File: config.mk
export PLATFORM = sky130hd
export DESIGN_NAME = flux_bitcell_pll_recovery
export DESIGN_NICKNAME = d
export VERILOG_FILES = /design/src/hdl/fbpr_pkg.sv /design/src/hdl/flux_bitcell_pll_recovery.sv
export SDC_FILE = /design/constraint.sdc
export NUM_CORES = 2
export LEC_CHECK = 0
export BUFFER_PORTS_ARGS = -buffer_cell sky130_fd_sc_hd__buf_2
export CORE_MARGIN = 1.5
export CORE_UTILIZATION = 44
export DETAILED_ROUTE_END_ITERATION = 8
export PLACE_DENSITY = 0.65
export SYNTH_ARGS = -nofsm -noshare
export SYNTH_HDL_FRONTEND = slang
export SYNTH_SLANG_ARGS = --single-unit
File: constraint.sdc
create_clock -name aclk -period 14.71 [get_ports aclk]
set_input_delay 0 -clock aclk [delete_from_list [all_inputs] [get_ports aclk]]
set_output_delay 0 -clock aclk [all_outputs]
set_load 0.02 [all_outputs]
File: src/hdl/fbpr_pkg.sv
// Package with the widths, constants and codes of the flux bitcell PLL recovery block.
package fbpr_pkg;
    localparam int unsigned WORD_BITS      = 32;
    localparam int unsigned MAX_ZEROS_DEF  = 64;
    localparam logic [31:0] ONE_Q16        = 32'h0001_0000;
    localparam logic [15:0] TICKS_RESET    = 16'd144;
    localparam logic [15:0] MASK_RESET     = 16'hFFFF;

    localparam logic [1:0] FUNC_EDGE  = 2'd0;
    localparam logic [1:0] FUNC_FLUSH = 2'd1;
    localparam logic [1:0] FUNC_START = 2'd2;
    localparam logic [1:0] FUNC_NOP   = 2'd3;

    localparam logic REG_TICKS = 1'b0;
    localparam logic REG_MASK  = 1'b1;

    typedef struct packed {
        logic [31:0] word;
        logic [15:0] idx;
        logic [31:0] cnt;
    } res_t;
endpackage

File: src/hdl/flux_bitcell_pll_recovery.sv
// Top level of the flux bitcell PLL recovery block: cell loop, serial divider and result buffer.
//
//  channel | direction | beat contents
//  s_      | in        | tuser: func[1:0]; tdata: edge_time[15:0]
//  m_      | out       | tdata: word, word_index, bit_count, zeros_capped; tlast: last
//  cfg_    | in        | cfg_index 0 bitcell_ticks, 1 word_index_mask
//
// For an edge, one bit is shifted per cycle and the phase error is divided by a restoring
// divider that yields one quotient bit per cycle.
// A flush or an edge sends its results one per cycle when m_tready allows; a start sends none.
// Reset is synchronous and active low; the output register holds a beat while m_tready is low.
module flux_bitcell_pll_recovery
    import fbpr_pkg::*;
#(
    parameter int unsigned MAX_ZEROS = MAX_ZEROS_DEF
) (
    input  logic        aclk,
    input  logic        aresetn,
    input  logic        s_tvalid,
    output logic        s_tready,
    input  logic [15:0] s_tdata,   // edge_time[15:0]
    input  logic [1:0]  s_tuser,   // func[1:0]
    output logic        m_tvalid,
    input  logic        m_tready,
    output logic [87:0] m_tdata,   // word[31:0], word_index[47:32], bit_count[79:48], zeros_capped[80]
    output logic        m_tlast,
    input  logic        cfg_we,
    input  logic        cfg_index,
    input  logic [15:0] cfg_data
);
    localparam int ZC_W = $clog2(MAX_ZEROS + 1);

    localparam logic [3:0] ST_IDLE  = 4'd0;
    localparam logic [3:0] ST_MUL   = 4'd1;
    localparam logic [3:0] ST_ALIGN = 4'd2;
    localparam logic [3:0] ST_CHECK = 4'd3;
    localparam logic [3:0] ST_ZERO  = 4'd4;
    localparam logic [3:0] ST_PREP  = 4'd5;
    localparam logic [3:0] ST_DIV   = 4'd6;
    localparam logic [3:0] ST_UPD   = 4'd7;
    localparam logic [3:0] ST_STEP  = 4'd8;
    localparam logic [3:0] ST_EMIT  = 4'd9;

    logic [3:0]      st_reg;
    logic [15:0]     ticks_reg, mask_reg;
    logic [31:0]     step_reg, integ_reg, prev_reg, cur_reg, sr_reg, cnt_reg;
    logic            aligned_reg;
    logic [31:0]     cell_reg, edge_reg, dist_reg, diff_reg, quot_reg, err_reg;
    logic [15:0]     rem_reg;
    logic [4:0]      dcnt_reg;
    logic            neg_reg, capped_reg;
    logic [ZC_W-1:0] zc_reg;
    res_t            buf_reg [3];
    logic [1:0]      n_reg, e_reg;
    logic            mv_reg, mlast_reg;
    res_t            mres_reg;
    logic            mcap_reg;

    logic        zero_go, bit_in;
    logic [31:0] sr_next, cnt_next, half, diff_next, div_ext;
    logic [16:0] trial;
    logic        tge;
    logic [32:0] sum33;
    logic [31:0] integ_next, ia, ea;
    logic [4:0]  sh;

    assign s_tready = (st_reg == ST_IDLE);
    assign m_tvalid = mv_reg;
    assign m_tlast  = mlast_reg;
    assign m_tdata  = {7'd0, mcap_reg, mres_reg.cnt, mres_reg.idx, mres_reg.word};

    always_comb begin
        zero_go   = (dist_reg > cell_reg) && (zc_reg < ZC_W'(MAX_ZEROS));
        bit_in    = !zero_go;
        sr_next   = {sr_reg[30:0], bit_in};
        cnt_next  = cnt_reg + 32'd1;
        half      = cell_reg + {31'd0, cell_reg[31]};
        half      = {half[31], half[31:1]};
        diff_next = dist_reg - half;
        div_ext   = {16'd0, (ticks_reg == 16'd0) ? 16'd1 : ticks_reg};
        trial     = {rem_reg, quot_reg[31]};
        tge       = ({15'd0, trial} >= div_ext);
        sum33     = {integ_reg[31], integ_reg} + {err_reg[31], err_reg};
        if (sum33[32] != sum33[31]) begin
            integ_next = sum33[32] ? 32'h8000_0000 : 32'h7FFF_FFFF;
        end else begin
            integ_next = sum33[31:0];
        end
        ia = $signed(integ_next + (integ_next[31] ? 32'd255 : 32'd0)) >>> 8;
        ea = $signed(err_reg + (err_reg[31] ? 32'd7 : 32'd0)) >>> 3;
        sh = 5'd0 - cnt_reg[4:0];
    end

    always_ff @(posedge aclk) begin
        if (!aresetn) begin
            st_reg      <= ST_IDLE;
            ticks_reg   <= TICKS_RESET;
            mask_reg    <= MASK_RESET;
            step_reg    <= ONE_Q16;
            integ_reg   <= '0;
            prev_reg    <= '0;
            cur_reg     <= '0;
            sr_reg      <= '1;
            cnt_reg     <= '0;
            aligned_reg <= 1'b0;
            n_reg       <= '0;
            e_reg       <= '0;
            mv_reg      <= 1'b0;
            mlast_reg   <= 1'b0;
            zc_reg      <= '0;
        end else begin
            if (cfg_we) begin
                if (cfg_index == REG_TICKS) begin
                    ticks_reg <= cfg_data;
                end else begin
                    mask_reg <= cfg_data;
                end
            end
            if (mv_reg && m_tready && (st_reg != ST_EMIT || n_reg == 2'd0)) begin
                mv_reg <= 1'b0;
            end
            unique case (st_reg)
                ST_IDLE: begin
                    if (s_tvalid) begin
                        case (s_tuser)
                            FUNC_EDGE: begin
                                edge_reg <= {s_tdata, 16'd0};
                                zc_reg   <= '0;
                                st_reg   <= ST_MUL;
                            end
                            FUNC_FLUSH: begin
                                buf_reg[0].word <= sr_reg << sh;
                                buf_reg[0].idx  <= cnt_reg[20:5] & mask_reg;
                                buf_reg[0].cnt  <= cnt_reg;
                                capped_reg      <= 1'b0;
                                n_reg           <= 2'd1;
                                st_reg          <= ST_EMIT;
                            end
                            FUNC_START: begin
                                step_reg    <= ONE_Q16;
                                integ_reg   <= '0;
                                prev_reg    <= '0;
                                cur_reg     <= '0;
                                sr_reg      <= '1;
                                cnt_reg     <= '0;
                                aligned_reg <= 1'b0;
                            end
                            default: begin
                            end
                        endcase
                    end
                end
                ST_MUL: begin
                    cell_reg <= step_reg * {16'd0, ticks_reg};
                    st_reg   <= ST_ALIGN;
                end
                ST_ALIGN: begin
                    if (!aligned_reg) begin
                        cur_reg     <= edge_reg - (cell_reg >> 1);
                        prev_reg    <= edge_reg - (cell_reg >> 1) - cell_reg;
                        aligned_reg <= 1'b1;
                    end
                    st_reg <= ST_CHECK;
                end
                ST_CHECK: begin
                    dist_reg <= edge_reg - cur_reg;
                    if ((edge_reg - prev_reg) < (cur_reg - prev_reg)) begin
                        st_reg <= ST_IDLE;
                    end else begin
                        st_reg <= ST_ZERO;
                    end
                end
                ST_ZERO: begin
                    sr_reg  <= sr_next;
                    cnt_reg <= cnt_next;
                    if (cnt_next[4:0] == 5'd0 && n_reg != 2'd3) begin
                        buf_reg[n_reg].word <= sr_next;
                        buf_reg[n_reg].idx  <= cnt_reg[20:5] & mask_reg;
                        buf_reg[n_reg].cnt  <= cnt_next;
                        n_reg               <= n_reg + 2'd1;
                    end
                    if (zero_go) begin
                        zc_reg   <= zc_reg + ZC_W'(1);
                        dist_reg <= dist_reg - cell_reg;
                        cur_reg  <= cur_reg + cell_reg;
                    end else begin
                        capped_reg <= (zc_reg >= ZC_W'(MAX_ZEROS));
                        diff_reg   <= diff_next;
                        prev_reg   <= cur_reg;
                        cur_reg    <= cur_reg + cell_reg;
                        st_reg     <= ST_PREP;
                    end
                end
                ST_PREP: begin
                    neg_reg  <= diff_reg[31];
                    quot_reg <= diff_reg[31] ? (32'd0 - diff_reg) : diff_reg;
                    rem_reg  <= '0;
                    dcnt_reg <= '0;
                    st_reg   <= ST_DIV;
                end
                ST_DIV: begin
                    rem_reg  <= tge ? 16'(trial - div_ext[16:0]) : trial[15:0];
                    quot_reg <= {quot_reg[30:0], tge};
                    dcnt_reg <= dcnt_reg + 5'd1;
                    if (dcnt_reg == 5'd31) begin
                        st_reg <= ST_UPD;
                    end
                end
                ST_UPD: begin
                    err_reg <= neg_reg ? (32'd0 - quot_reg) : quot_reg;
                    st_reg  <= ST_STEP;
                end
                ST_STEP: begin
                    integ_reg <= integ_next;
                    err_reg   <= err_reg;
                    st_reg    <= ST_EMIT;
                    step_reg  <= ONE_Q16 + ea + ia;
                end
                ST_EMIT: begin
                    if (n_reg == 2'd0) begin
                        st_reg <= ST_IDLE;
                    end else if (!mv_reg || m_tready) begin
                        mv_reg    <= 1'b1;
                        mres_reg  <= buf_reg[e_reg];
                        mcap_reg  <= capped_reg;
                        mlast_reg <= (e_reg == n_reg - 2'd1);
                        if (e_reg == n_reg - 2'd1) begin
                            e_reg  <= '0;
                            n_reg  <= '0;
                            st_reg <= ST_IDLE;
                        end else begin
                            e_reg <= e_reg + 2'd1;
                        end
                    end
                end
                default: begin
                    st_reg <= ST_IDLE;
                end
            endcase
        end
    end

`ifndef NO_ASSERTIONS
    a_zero_cap: assert property (@(posedge aclk) disable iff (!aresetn)
        zc_reg <= ZC_W'(MAX_ZEROS)) else $error("zero run passed its cap");
    a_idle_empty: assert property (@(posedge aclk) disable iff (!aresetn)
        (st_reg == ST_IDLE) |-> (n_reg == 2'd0 && e_reg == 2'd0))
        else $error("result buffer not empty in idle");
    a_emit_index: assert property (@(posedge aclk) disable iff (!aresetn)
        (st_reg == ST_EMIT && n_reg != 2'd0) |-> (e_reg < n_reg))
        else $error("emit index past buffer fill");
`endif
endmodule

Yosys cells after proc, flatten, opt, wreduce, memory -nomap -nowiden. Memory sizes are Yosys's and may differ from the RTL's. A register that Yosys moved wholly into a read port is not among the register bits. Index checks and enable logic that the tools add are counted.

Magnitude comparators: 5. Mux-type cells: 72. $mul: 1. Add/subtract/negate cells: 24. Reduce and logical (&&, ||, !) cells: 41. Equal/unequal tests: 31. Shifts and indexed selects: 1. Bitwise logic cells: 4.

Operators by type and width (number): $mux W32 (14); $pmux W32 S2 (6); $pmux W32 S3 (2); $sub A32 B32 Y32 (6); $mux W80 (1); $reduce_or A80 Y1 (1); $sub A1 B32 Y32 const A (2); $pmux W4 S10 (1); $add A32 B32 Y33 (1); $add A32 B1 Y32 (1); $add A32 B1 Y32 const B (1); $add A32 B3 Y32 (1); $add A32 B32 Y32 (1); $add A32 B8 Y32 (1); $gt A32 B32 Y1 (1); $lt A32 B32 Y1 (1); $mul A32 B16 Y32 (1); $mux W16 (2); $pmux W16 S2 (1); $shl A32 B5 Y32 (1); $sub A32 B31 Y32 (1); $add A30 B24 Y31 (1); $add A18 B29 Y30 const A (1); $mux W4 (6); other kinds (50) (124).

Output and inout bits: 91. Memory bits (writable): 240. Logic and storage cells: 206. Memories: 1. Bits of input ports: 40. Register bits: 442.

Memory list: buf_reg (depth 3, width 80, read ports 1, clocked after memory_dff 1, write ports 1, line flux_bitcell_pll_recovery.sv:53) `res_t buf_reg [3];`.

Depth between registers and ports, before layout.
Depth after elaboration: 9. Mapped depth: 47. Gate-level depth less buffers: 42.

Least setup slack after synthesis. No wires, ideal clock.

Path type: flip-flop to flip-flop. Start point: reg err_reg[12]. End point: reg step_reg[28]. Slack: 4.950 ns. Required time: 14.588 ns. Period minus slack after synthesis: 9.760 ns. Setup time: 0.122 ns. Arrival: 9.638 ns. Cell stages (with the launch flop): 45. Buffers on the path: 6. Cells stage by stage: edfxtp_1 ha_1 clkbuf_1 a21o_1 a21o_1 a21o_1 a211o_1 nand2_1 o211ai_1 or3_1 a31o_2 a21o_1 a21oi_1 xnor2_1 ha_1 clkbuf_1 clkbuf_1 clkbuf_1 [9 not listed] buf_6 nor3b_1 nand2_1 a21oi_1 mux2i_1 ha_1 ha_1 a211o_1 a2111oi_0 o311ai_0 nand3_1 o2111ai_1 a31oi_1 nor2b_1 o21a_1 o41ai_1 nor3_1 a221o_1.

Cells in the longest elaborated chain, start to end: 7. Elaborated cells between the ends (all ways): 10. Classes of those cells: add/sub (5); eq/ne (1); mux (4).

RTL lines: start, declared (line flux_bitcell_pll_recovery.sv:48) `logic [31:0] cell_reg, edge_reg, dist_reg, diff_reg, quot_reg, err_reg;`; start signal, assigned (line flux_bitcell_pll_recovery.sv:210) `err_reg <= neg_reg ? (32'd0 - quot_reg) : quot_reg;`; start signal, assigned (line flux_bitcell_pll_recovery.sv:215) `err_reg <= err_reg;`; $add A32 B32 Y33 (line flux_bitcell_pll_recovery.sv:83) `sum33 = {integ_reg[31], integ_reg} + {err_reg[31], err_reg};`; $mux W32 / $ne A1 B1 Y1 (equally long branches) (line flux_bitcell_pll_recovery.sv:85, flux_bitcell_pll_recovery.sv:84); $mux W32 (line flux_bitcell_pll_recovery.sv:84) `if (sum33[32] != sum33[31]) begin`; $mux W8 (line flux_bitcell_pll_recovery.sv:89) `ia = $signed(integ_next + (integ_next[31] ? 32'd255 : 32'd0)) >>> 8;`; $add A32 B8 Y32 (line flux_bitcell_pll_recovery.sv:89); $add A30 B24 Y31 * (line flux_bitcell_pll_recovery.sv:217) `step_reg <= ONE_Q16 + ea + ia;`; $pmux W32 S2 * (line flux_bitcell_pll_recovery.sv:122) `unique case (st_reg)`; end signal, assigned (line flux_bitcell_pll_recovery.sv:217); end, declared (line flux_bitcell_pll_recovery.sv:46) `logic [31:0] step_reg, integ_reg, prev_reg, cur_reg, sr_reg, cnt_reg;`.

Every way passes the cells marked *; elsewhere a longest branch is shown, timed or not. A chain may end at the register's enable or synchronous reset.

Final worst setup path.
Start point: reg err_reg[1]. End point: reg step_reg[28].

Same word-level chain as after synthesis.

==> impl_metrics.csv <==
group,metric,value,unit
status,run_status,"complete, no violations",
synth,synth_top_family_by_area,"adder cells",
global_route,antenna_found_initial,2,
sta,max_slew.worst_pin.slew,1.237,ns
hold_path,worstHoldPathType,"in2reg",
placement,placed_area,61500,um^2
sta,setup_tns,0,ns
critical_path,critical_path.max_fanout,14,
global_route,first_global_vias,45410,
global_route,wire_length_of_the_first_global_routing_pass,246.7,mm
cts,tritoncts.num_buffers,84,
synth,synth_top_cells_by_count,"nand2_1 (792), edfxtp_1 (520), inv_1 (485), ha_1 (426), o21ai_0 (411)",
global_route,grt_start_max_net_pins,91,
synth,synthesis.area,59010,um^2
cts,post_cts_hold_buffer_count,64,
cts,root_buffer,"clkbuf_16",
synth,seq_area_frac_synth,34.64,%
critical_path,worst_path_largest_cell_delay,1.06,ns
critical_path,cp_required,15.28,ns
global_route,gr-usage-all-layers,22.47,%
synth,synthXorXnorAreaFrac,7.422,%
power_and_ir_drop,leakage,25.06,nW
synth,synth_mux_area_share,2.941,%
route,wl,153.5,mm
cts,cts_htree_levels,3,
route,route.detailed.drc,0,
sta,timing.final.hold_violations,0,
sta,finalMaxSlewViolations,0,
placement,placement.io_buffers,123,
route,routed_via_density,5.601,
critical_path,timing.critical_path.slowest_stage_cell,"a2111oi_0",
synth,synth_top_area_share,26.46,%
synth,top_count_cell_post_synth,"nand2_1",
critical_path,timing.rr.end,"step_reg[28]",
floorplan,ioPinCount,131,
layout,final_area,65040,um^2
floorplan,design.die.area,136300,um^2
cts,number_of_buffers_added_for_setup_after_cts,0,
cts,clkLatencyLatePin,0.69,ns
critical_path,worstReg2RegStart,"err_reg[1]",
sta,total_setup_violations_reported_at_the_end_of_the_flow,0,
synth,synth-seq-cells,761,
route,routed_wire_length_per_instance,18.78,um
sta,clock-skew-final,0.01464,ns
cts,cts.clk_slew.worst_paths,0.06,ns
critical_path,termination_of_the_worst_setup_path,"step_reg[28]",
critical_path,regToRegSetupSlack,2.69,ns
route,firstDrtPassIters,6,
flow_run,cap_viol_max_count,0,
floorplan,fp.dieW,369.2,um
critical_path,critPathKind,"reg2reg",
critical_path,r2r_cells,39,
sta,finalWorstPathRequiredPeriod,12.02,ns
cts,clk_path_buf_depth,3,
synth,netlist-cell-type-count,89,
synth,synth_warnings,0,
sta,worst_slew_margin_relative_to_its_limit,15.40,%
critical_path,startpoint,"err_reg[1]",
power_and_ir_drop,power-per-cell-area,129.1,nW/um^2
synth,postSynthCellCount,6253,
cts,post_cts_resize_count,0,
floorplan,rows,134,
layout,fill_cells,12270,
layout,final_layout_size_suffix_gt1_share,6.602,%
route,drt-initial-drc-count,3025,
cts,clock_tree_from_tritoncts,"yes",
layout,finalNetCount,7112,
synth,synth-edff-count,520,
route,vias,45790,
global_route,grt_remaining_overflow,0,
sta,grt_setup_unrepaired,"false",
route,postRouteAntennaNets,0,
layout,n_antenna_cell,0,
power_and_ir_drop,max-vdd-ir-drop,0.08545,mV
synth,synth-simple-area-share,15.73,%
synth,synth_compound_area_share,14.75,%
synth,ys_dominant_reg_cell,"edfxtp_1",
critical_path,crit_path_dat,12.59,ns
critical_path,worstSetupStartpointType,"register",
floorplan,floorplan.initialDensity,44.27,%
synth,yosys-top-cells-area,"edfxtp_1 (26%), fa_1 (11%), ha_1 (9.0%), dfxtp_1 (8.2%), xnor2_1 (5.2%)",
placement,gpl.final_weighted_congestion,0.9334,
sta,part_of_the_cycle_the_worst_path_needs,81.68,%
synth,synth_async_sr_flop_share,0,%
critical_path,crit_top_cell,"ha_1",
cts,numClockSinks,761,
placement,detailedPlacementHpwl,112.7,mm
synth,post_synth.cell_area_avg,9.437,um^2
synth,post-synth-top-area-cell,"edfxtp_1",
floorplan,die_height,369.2,um
critical_path,setup.worst_path.end_class,"register",
sta,timing.fmax,83.22,MHz
layout,area_growth,10.23,%
floorplan,placeableCoreArea,133300,um^2
layout,largest_reg_flops,240,
synth,synth-adder-area-share,19.58,%
[logic make-up (layout without fill, tap and decap cells)]
logic type               count (synthesis)  in the layout
flip-flops                             761            761
buffers and inverters                  760            908
multiplexers                           149            149
AO/OA/AOI/OAI                         1378           1378
XOR/XNOR                               500            500
adder cells (fa/ha/maj)                737            737
other                                    1              7
AND/OR/NAND/NOR                       1967           1967
[cells in the final DEF (no fill, tap or decap), types with 236 or more instances in the layout]
master / Yosys / routed
ha_1: 426 / 426
dfxtp_1: 241 / 236
fa_1: 311 / 311
inv_1: 485 / 485
nand2_1: 792 / 791
a21oi_1: 325 / 324
xnor2_1: 348 / 346
nor2_1: 375 / 368
edfxtp_1: 520 / 520
o21ai_0: 411 / 410
[worst min-delay path by stage]
| stage | startpoint | end | slack (ns) | cells past startpoint |
|---|---|---|---|---|
| global placement | s_tdata[6] | edge_reg[22] | 0.18 | 1 |
| global route | s_tdata[0] | edge_reg[16] | 0.02 | 2 |
| finish | s_tdata[2] | edge_reg[18] | 0.03 | 2 |
| detailed placement | s_tdata[7] | edge_reg[23] | 0.18 | 1 |
| floorplan | s_tdata[0] | edge_reg[16] | 0.1 | 0 |
| CTS | s_tdata[0] | edge_reg[16] | 0.001 | 2 |
[area by class of cell]
type                    count  area [um^2]  area share, %
multi-input cells        4738        35820          55.08
flip-flops and latches    761        20450          31.44
clock inverters            42        593.1         0.9118
repair buffers            263         1827          2.809
clock buffers             116         2305          3.543
inverters                 487         1831          2.814
well taps                1768         2212          3.401
[report_power, final]
group | switching (mW) | total [mW] | internal, mW
logic | 2.08 | 3.55 | 1.47
clock network | 0.907 | 2.23 | 1.32
registers | 0.166 | 2.62 | 2.45
total | 3.15 | 8.40 | 5.24
[layer usage]
metal	GRT usage [%]	vias up	wire, um
met5	0	-	0
met4	6.948	0	4332
met3	2.817	251	8455
met2	38.26	1244	73320
met1	29.69	22260	67440
li1	-	22040	-
[worst max-delay path: cells and delay by family (launching register included)]
kind | cells | cell delay, ns
fa+ha+maj | 5 | 1.50
xor+xnor | 1 | 0.18
buf+inv | 1 | 0.45
mux | 1 | 0.21
simple gates | 9 | 2.45
compound gates | 22 | 6.71
flops | 1 | 0.43
[stage by stage]
step / setup slack, ns / hold WS [ns] / utilization [%] / power [mW] / instances
after floorplan: 4.950 / 0.09887 / - / 5.317 / 6259
after global placement: 3.173 / 0.1797 / 46.14 / 6.090 / 7953
after detailed placement: 2.871 / 0.1833 / 46.14 / 6.148 / 7953
after CTS: 2.801 / 0.001462 / 48.80 / 8.420 / 8175
after global routing: 1.951 / 0.01968 / 48.80 / 8.982 / 8175
final: 2.694 / 0.03433 / 48.80 / 8.395 / 8175
Power figures use the tool's default switching activity.
